`config.mk`:
```
export PLATFORM = sky130hd
export DESIGN_NAME = tcse_ctrl
export DESIGN_NICKNAME = d
export VERILOG_FILES = /design/src/tcse_pkg.sv /design/src/tcse_ctrl.sv
export SDC_FILE = /design/constraint.sdc
export NUM_CORES = 1
export LEC_CHECK = 0
export BUFFER_PORTS_ARGS = -buffer_cell sky130_fd_sc_hd__clkbuf_2
export CAP_MARGIN = 20
export CORE_MARGIN = 5
export CORE_UTILIZATION = 45
export CTS_CLUSTER_SIZE = 25
export DETAILED_ROUTE_END_ITERATION = 12
export PLACE_DENSITY = 0.63
export RECOVER_POWER = 25
export SLEW_MARGIN = 10
export SYNTH_ARGS = -nofsm -noshare
export SYNTH_HDL_FRONTEND = slang
export SYNTH_SLANG_ARGS = --single-unit
```
`constraint.sdc`:
```
create_clock -name clk -period 2.21 [get_ports clk]
set_clock_uncertainty 0.05 [all_clocks]
set_input_delay 0.5525 -clock clk [delete_from_list [all_inputs] [get_ports clk]]
set_output_delay 0.5525 -clock clk [all_outputs]
set_load 0.03 [all_outputs]
```
`src/tcse_pkg.sv`:
```
// Shared types and constants for the text console screen engine.
// Depends on nothing; every other file of the block imports it.
package tcse_pkg;

    localparam int COLS   = 80;
    localparam int ROWS   = 25;
    localparam int NCELLS = COLS * ROWS;

    // Field widths of the transaction and result payloads
    localparam int CMD_W  = 2;
    localparam int CHAR_W = 8;
    localparam int ATTR_W = 8;
    localparam int IDX_W  = 11;
    localparam int COL_W  = 7;
    localparam int ROW_W  = 5;
    localparam int CELL_W = ATTR_W + CHAR_W;

    localparam logic [ATTR_W-1:0] RESET_ATTR = 8'd10;
    localparam logic [CHAR_W-1:0] CH_BS      = 8'd8;
    localparam logic [CHAR_W-1:0] CH_TAB     = 8'd9;
    localparam logic [CHAR_W-1:0] CH_NL      = 8'd10;
    localparam logic [CHAR_W-1:0] CH_SPACE   = 8'd32;

    typedef enum logic [CMD_W-1:0] {
        CMD_PUT   = 2'd0,
        CMD_CLEAR = 2'd1,
        CMD_READ  = 2'd2,
        CMD_NONE  = 2'd3
    } tcse_cmd_t;

    typedef struct packed {
        logic [CMD_W-1:0]  command;
        logic [CHAR_W-1:0] char_code;
        logic [IDX_W-1:0]  cell_index;
    } tcse_item_t;

    typedef struct packed {
        logic [COL_W-1:0]  cursor_col;
        logic [ROW_W-1:0]  cursor_row;
        logic              scrolled;
        logic [CELL_W-1:0] cell_value;
    } tcse_result_t;

    // Datapath operations issued by the controller
    typedef enum logic [3:0] {
        OP_NOP        = 4'd0,
        OP_LATCH      = 4'd1,
        OP_PUT        = 4'd2,
        OP_READ       = 4'd3,
        OP_CAPTURE    = 4'd4,
        OP_FILL       = 4'd5,
        OP_FILL_RESET = 4'd6,
        OP_COPY       = 4'd7,
        OP_BLANK      = 4'd8
    } tcse_op_t;

    typedef struct packed {
        tcse_op_t op;
    } tcse_dp_cmd_t;

    typedef struct packed {
        logic scroll_req;
        logic sweep_end;
    } tcse_dp_stat_t;

endpackage

```
`src/tcse_ctrl.sv`:
```
// Controller state machine of the text console screen engine.
// Depends on tcse_pkg; drives the datapath operation and the handshake.
module tcse_ctrl
    import tcse_pkg::*;
(
    input  logic            clk,
    input  logic            rst_n,
    input  logic            start,
    input  logic [CMD_W-1:0] command,
    input  tcse_dp_stat_t   stat,
    output tcse_dp_cmd_t    cmd,
    output logic            busy,
    output logic            done
);

    typedef enum logic [8:0] {
        ST_INIT   = 9'b000000001,
        ST_IDLE   = 9'b000000010,
        ST_PUT    = 9'b000000100,
        ST_READ   = 9'b000001000,
        ST_RDCAP  = 9'b000010000,
        ST_FILL   = 9'b000100000,
        ST_COPY   = 9'b001000000,
        ST_BLANK  = 9'b010000000,
        ST_DONE   = 9'b100000000
    } state_t;

    state_t state_reg;
    state_t state_next;

    always_comb
    begin
        state_next = state_reg;
        cmd.op     = OP_NOP;
        case (state_reg)
            ST_INIT:
            begin
                cmd.op = OP_FILL_RESET;
                if (stat.sweep_end)
                begin
                    state_next = ST_IDLE;
                end
            end
            ST_IDLE:
            begin
                if (start)
                begin
                    cmd.op = OP_LATCH;
                    case (command)
                        CMD_PUT:   state_next = ST_PUT;
                        CMD_CLEAR: state_next = ST_FILL;
                        CMD_READ:  state_next = ST_READ;
                        default:   state_next = ST_DONE;
                    endcase
                end
            end
            ST_PUT:
            begin
                cmd.op     = OP_PUT;
                state_next = stat.scroll_req ? ST_COPY : ST_DONE;
            end
            ST_READ:
            begin
                cmd.op     = OP_READ;
                state_next = ST_RDCAP;
            end
            ST_RDCAP:
            begin
                cmd.op     = OP_CAPTURE;
                state_next = ST_DONE;
            end
            ST_FILL:
            begin
                cmd.op = OP_FILL;
                if (stat.sweep_end)
                begin
                    state_next = ST_DONE;
                end
            end
            ST_COPY:
            begin
                cmd.op = OP_COPY;
                if (stat.sweep_end)
                begin
                    state_next = ST_BLANK;
                end
            end
            ST_BLANK:
            begin
                cmd.op = OP_BLANK;
                if (stat.sweep_end)
                begin
                    state_next = ST_DONE;
                end
            end
            ST_DONE:
            begin
                state_next = ST_IDLE;
            end
            default:
            begin
                state_next = ST_IDLE;
            end
        endcase
    end

    always_ff @(posedge clk or negedge rst_n)
    begin
        if (!rst_n)
        begin
            state_reg <= ST_INIT;
        end
        else
        begin
            state_reg <= state_next;
        end
    end

    assign busy = (state_reg != ST_IDLE);
    assign done = (state_reg == ST_DONE);

endmodule

```
* Word-level counts from Yosys, hierarchy flattened
Index checks and enable logic that the tools add are counted.
Operators by class: equality and inequality tests 16, mux-type cells 9, reduce and logical (&&, ||, !) cells 3
Operator list (count):
- $pmux 9 s7 | 1
- $mux 9 | 5
- $pmux 4 s8 | 1
- $pmux 9 s3 | 1
- $eq 9x1->1 const B | 1
- $eq 9x2->1 const B | 1
- $eq 9x3->1 const B | 1
- $eq 9x4->1 const B | 1
- $eq 9x5->1 const B | 1
- $eq 9x6->1 const B | 1
- $eq 9x7->1 const B | 1
- $eq 9x8->1 const B | 1
- $eq 9x9->1 const B | 1
- $ne 9x2->1 const B | 1
- $ne 2x2->1 const B | 3
- $reduce_and 4->1 | 1
- $eq 2x1->1 const B | 1
- $eq 2x2->1 const B | 1
- $logic_not 2->1 | 1
- $ne 2x1->1 const B | 1
- $reduce_or 2->1 | 1
- $mux 1 | 1
Word-level totals: bits in registers 9, input bits 7

* Logic depth before layout (Yosys ltp)
Gate-level depths: netlist of run 1.
word-level depth 4, depth in mapped cells 5, gate-level depth less buffers 4

* Worst setup path after synthesis of run 1
No wires, ideal clock.
kind reg2out, start point register state_reg[5], end point output port cmd[1] in the netlist's numbering, cell stages (with the launch flop) 4, data required time 1.607 ns, arrival 1.856 ns, path slack -0.249 ns, path through dfrtp_1 -> buf_6 -> or4_2 -> nor3_1
RTL lines:
- from (decl) | line tcse_ctrl.sv:28 | state_t state_reg;
- from (signal assigned) | line tcse_ctrl.sv:115 | state_reg <= state_next;
- to (decl) | line tcse_ctrl.sv:11 | output tcse_dp_cmd_t cmd,

==> flow_summary.ini, run 1 <==
[outcome]
status = finished with violations
violations = setup timing

[clock_network]
cts_tree = yes
path_clk_slew_ns = 0.07
cts-buffers-inserted = 3
clkSinkCount = 9
clock_path_buffers = 2
cts-root-buf = clkbuf_4
htreeDepth = 1
clk-insertion-delay-late_ns = 0.26

[cells_and_area]
antennaDiodeCount = 0
final_layout_size_suffix_gt1_frac = 0.500
fill_cells = 120
largest_register_ffs = 9
regArea_um2 = 231
multi_input_area_um2 = 487
nets = 110
area_delta_synth_final_pct = 31.8

[critical_path]
path_max_fanout = 5
cpPeakStageDelay_ns = 0.60
start_kind = flip-flop
cp_slowest_cell = dfstp_2
worstPathCellList = nor2_1 > nand2_1 > nor3b_2 > a311o_2 > buf_8
worstSetupStartpoint = state_reg[0]
critPathTopFamily = flip-flops
end_kind = output pin
worstPathRequired_ns = 1.61
crit_buf_inv = 1
critPathArrivalTime_ns = 1.69
rr_startpoint = state_reg[7]
path_class = flip-flop to output pin

[sta]
max_freq_mhz = 437
finalCritPeriodShare = 1.04
worst_slew_pin_slew_ns = 0.479
finalSetupViolCount = 3
finalSetupTns_ns = -0.147
period_minus_slack_ns = 2.29
drv_slew = 0
holdWs_ns = 0.166
slew_headroom = 0.681
rsz0062_at_grt = true
setup_slack_ns = -0.0783
hold_viol_final = 0

[yosys]
synth_cells = 75
async_flop_share = 1.00
synth-seq-cells = 9
synth_most_common_cell = dfrtp_1
yosys.area.top_type = dfrtp_1
yosys-top-cells-count = dfrtp_1 (8), nor2_1 (6), o21ai_0 (6)
synth_edf_count = 0
yosysUniqueCellTypes = 37
syn-num-nets = 82
ys_dominant_reg_cell = dfrtp_1
synth_warnings = 0
avgSynthCellArea_um2 = 10.0
yosysSeqAreaShare = 0.302
synth_area_leaders = dfrtp_1 (27%), clkbuf_8 (7.3%), xor2_1 (5.8%)
synth_top_area_frac = 0.267
synth_area_um2 = 751

[floorplan]
core_um2 = 1540
die_y_um = 50.8
fp.dieW_um = 50.8
io_pins = 13
die_area_um2 = 2590
start_util = 0.487
row_count = 14

[global_routing]
grt-ovfl-total = 0
antenna_found_initial = 0
grt_pass1_vias = 709
grt_pass1_wl_mm = 3.29
grt_max_degree = 10
grt_usage = 0.164

[routing]
drcViolationCount = 0
vias = 699
finalWirelength_mm = 1.93
ant_nets = 0
first_pass_iters = 4
drt-vias-per-instance = 5.92
drt_iter0_drc = 16
avgRoutedWirePerCell_um = 16.4

[worst_hold_path]
hold_path.class = input pin to async pin

[place]
hpwl_mm = 1.31
io_buffers = 12
gp_congestion = 0.881

[power]
vdd_drop_max_mv = 0.659
power.density_nw_per_um2 = 960
power.leakage_nw = 0.462

[flow_run]
cap_viol_max_count = 0
stage by stage:
stage                     setup slack (ns)  cells  area, µm²  total power, W  utilization
final                              -0.0783    118        990        0.000950        0.642
after global routing                -0.147    118        990         0.00101        0.642
after floorplan                     -0.137     75        762        0.000533            -
after CTS                          -0.0568    116        935        0.000892        0.606
after global placement              0.0500    107        818        0.000653        0.531
after detailed placement            0.0728    107        818        0.000653        0.531
cell families after synthesis:
family	after synthesis	synth area share
DFF	9	0.302
buffers and inverters	7	0.137
muxes	1	0.0150
AOI/OAI and AO/OA	17	0.155
xor gates and xnor gates	6	0.0700
and+or+nand+nor	35	0.322
final timing paths:
kind	endpoint	slack [ns]	cells after the start
max in group asynchronous	state_reg[5]	1.58	1
min reg2reg	state_reg[5]	0.54	1
min	state_reg[6]	0.17	1
max	cmd[0]	-0.08	5
min in group clk	state_reg[0]	0.44	2
max reg2reg	state_reg[7]	0.45	6
worst register-to-register path, delay by kind of cell, from the launching register on:
family / cells / cell delay [ns]
buffers and inverters: 2 / 0.27
and+or+nand+nor: 2 / 0.39
AOI/OAI and AO/OA: 1 / 0.21
DFF: 1 / 0.45
muxes: 1 / 0.27
layer usage:
layer  GRT usage  vias to the layer above  share of wire
met3      0.0203                        2          0.027
met5           0                        -              0
met1       0.214                      343           0.45
met4      0.0596                        0         0.0021
met2       0.275                       13           0.52
li1            -                      341              -
area by class of cell:
| type | count | area share |
|---|---|---|
| tap | 16 | 0.0202 |
| multi-input combinational | 59 | 0.492 |
| timing repair buffer | 29 | 0.223 |
| inverter | 1 | 0.00379 |
| clock buffer | 3 | 0.0228 |
| clock inverter | 1 | 0.00506 |
| sequential | 9 | 0.234 |
report_power, final:
| group | leakage, nW | switching [W] | internal [W] |
|---|---|---|---|
| logic | 0.332 | 0.000287 | 0.000298 |
| clock network | 0.0177 | 0.0000574 | 0.0000666 |
| registers | 0.112 | 0.0000502 | 0.000190 |
| total | 0.462 | 0.000395 | 0.000555 |
cells in the final DEF, fill, tap and decap left out, types with 3 or more instances in the layout:
cell      count
buf_4        18
clkbuf_2      6
clkbuf_4      3
dfrtp_1       4
dfrtp_2       4
nand2_1       5
nor2_1        6
nor4_1        3
o21ai_0       5
xor2_1        4
what timing repair did:
| item | in CTS | in global routing |
|---|---|---|
| buffers inserted | 5 | 4 |
| endpoints found under the setup margin | 5 | 6 |
| gates cloned | 0 | 0 |
| hold buffers | 0 | 0 |
| endpoints found under the hold margin | 0 | 0 |
| pin swaps | 3 | 6 |
| gates resized for setup | 14 | 13 |
Power figures use the tool's default switching activity.
==> run 2, diff against run 1 <==
--- a/config.mk
+++ b/config.mk
@@ -7,7 +7,6 @@
 export LEC_CHECK = 0
 export BUFFER_PORTS_ARGS = -buffer_cell sky130_fd_sc_hd__clkbuf_2
 export CAP_MARGIN = 20
-export CORE_MARGIN = 5
 export CORE_UTILIZATION = 45
 export CTS_CLUSTER_SIZE = 25
 export DETAILED_ROUTE_END_ITERATION = 12
==> run 2 against run 1 <==
  * Worst hold slack gained 0.012 ns
  * Power down 1.4%
  * Cell count up 1.7%
  * Via count up 7.3%
  * Largest cell class unchanged
  * Critical endpoint unchanged
  * The flow still finishes with violations (setup timing)
  * Clock power rose by 6%
  * Combinational power decreased by 4.4%
==> flow_summary.ini, run 2 (synthesized netlist as in run 1, its figures left out) <==
[cells_and_area]
area_delta_synth_final_pct = 33.7
largest_register_ffs = 9
final_common_cell = buf_4
multi_input_area_um2 = 487
fin_area_um2 = 1000
regArea_um2 = 235
utilization = 0.658
layout_common_cells = buf_4 (19), dfrtp_2 (7), nor2_1 (6), clkbuf_2 (6)
antennaDiodeCount = 0
nets = 112
fill_cells = 120
final_layout_size_suffix_gt1_frac = 0.529
final_cells = 120

[floorplan]
row_count = 14
die_y_um = 42.8
fp.dieW_um = 42.8
core_um2 = 1520
start_util = 0.493
io_pins = 13
die_area_um2 = 1840

[sta]
holdWs_ns = 0.177
rsz0062_at_grt = true
period_minus_slack_ns = 2.28
slew_headroom = 0.661
worst_slew_pin_slew_ns = 0.509
drv_slew = 0
setup_slack_ns = -0.0693
hold_viol_final = 0
max_freq_mhz = 439
finalCritPeriodShare = 1.03
finalSetupViolCount = 3

[critical_path]
start_kind = flip-flop
r2r_slack_ns = 0.35
reg2reg_to = state_reg[7]
path_class = flip-flop to output pin
worstPathRequired_ns = 1.61
critPathArrivalTime_ns = 1.68
rr_startpoint = state_reg[7]
ff2ff_path_depth = 7
path_max_fanout = 4
end_kind = output pin

[clock_network]
clkSinkCount = 9
cts_hold_buf = 0
clock_path_buffers = 2
cts-root-buf = clkbuf_4
clk-insertion-delay-late_ns = 0.26
cts-buffers-inserted = 3
htreeDepth = 1
path_clk_slew_ns = 0.07
cts_tree = yes

[routing]
vias = 750
first_pass_iters = 4
finalWirelength_mm = 2.04
avgRoutedWirePerCell_um = 17.0
ant_nets = 0
drcViolationCount = 0
drt-vias-per-instance = 6.25
drt_iter0_drc = 27

[power]
power.total_w = 0.000937
power.leakage_nw = 0.462
power.density_nw_per_um2 = 934
vdd_drop_max_mv = 0.653

[outcome]
violations = setup timing
status = finished with violations

[global_routing]
grt_pass1_vias = 703
grt-ovfl-total = 0
grt_pass1_wl_mm = 3.10
grt_max_degree = 10
antenna_found_initial = 0
grt_usage = 0.230

[place]
io_buffers = 12
dp.cells = 107
hpwl_mm = 1.34
gp_congestion = 0.774
place_area_um2 = 818

[worst_hold_path]
hold_path.class = input pin to async pin

[flow_run]
cap_viol_max_count = 0
[run 2: per-layer routing]
metal	vias up	wire length, µm	global-route usage
met3	12	145	0.0383
met2	46	947	0.327
li1	341	-	-
met1	351	854	0.288
met5	-	0	0
met4	0	90	0.219
[run 2: repair_timing]
item                       CTS  global route
pin swaps                    4             5
setup endpoints to repair    4             5
resized for setup           14            13
cloned                       0             0
buffers inserted             4             5
[run 2: area by class of cell]
type	count	area share
Multi-Input combinational cell	59	0.485
Tap cell	16	0.0200
Sequential cell	9	0.234
Inverter	1	0.00374
Clock buffer	4	0.0262
Timing Repair Buffer	31	0.231
[run 2: how the worst max path moves through the flow]
stage	startpoint	endpoint	slack, ns
after floorplan	state_reg[5]	cmd[0]	-0.14
after global placement	state_reg[8]	cmd[1]	0.09
after detailed placement	state_reg[8]	cmd[1]	0.07
after CTS	state_reg[5]	cmd[0]	-0.09
after global routing	state_reg[7]	cmd[0]	-0.17
final	state_reg[7]	cmd[0]	-0.07
[run 2: metrics by stage]
stage                     TNS [ns]  worst slack, ns
after CTS                   -0.142          -0.0865
after global routing        -0.485           -0.167
after floorplan             -0.140           -0.137
after detailed placement         0           0.0692
final                       -0.146          -0.0693
after global placement           0           0.0938
[run 2: report_power, final]
group	switching [W]	internal [W]
Clock	0.0000621	0.0000698
Sequential	0.0000552	0.000191
Combinational	0.000281	0.000278
[run 2: critical path, cell delays in order (launching register included)]
cell and delay, ns:
dfrtp_2 0.44, nor4_4 0.29, buf_4 0.16, nand4_1 0.14, nor2_1 0.14, a311o_2 0.14
buf_8 0.12
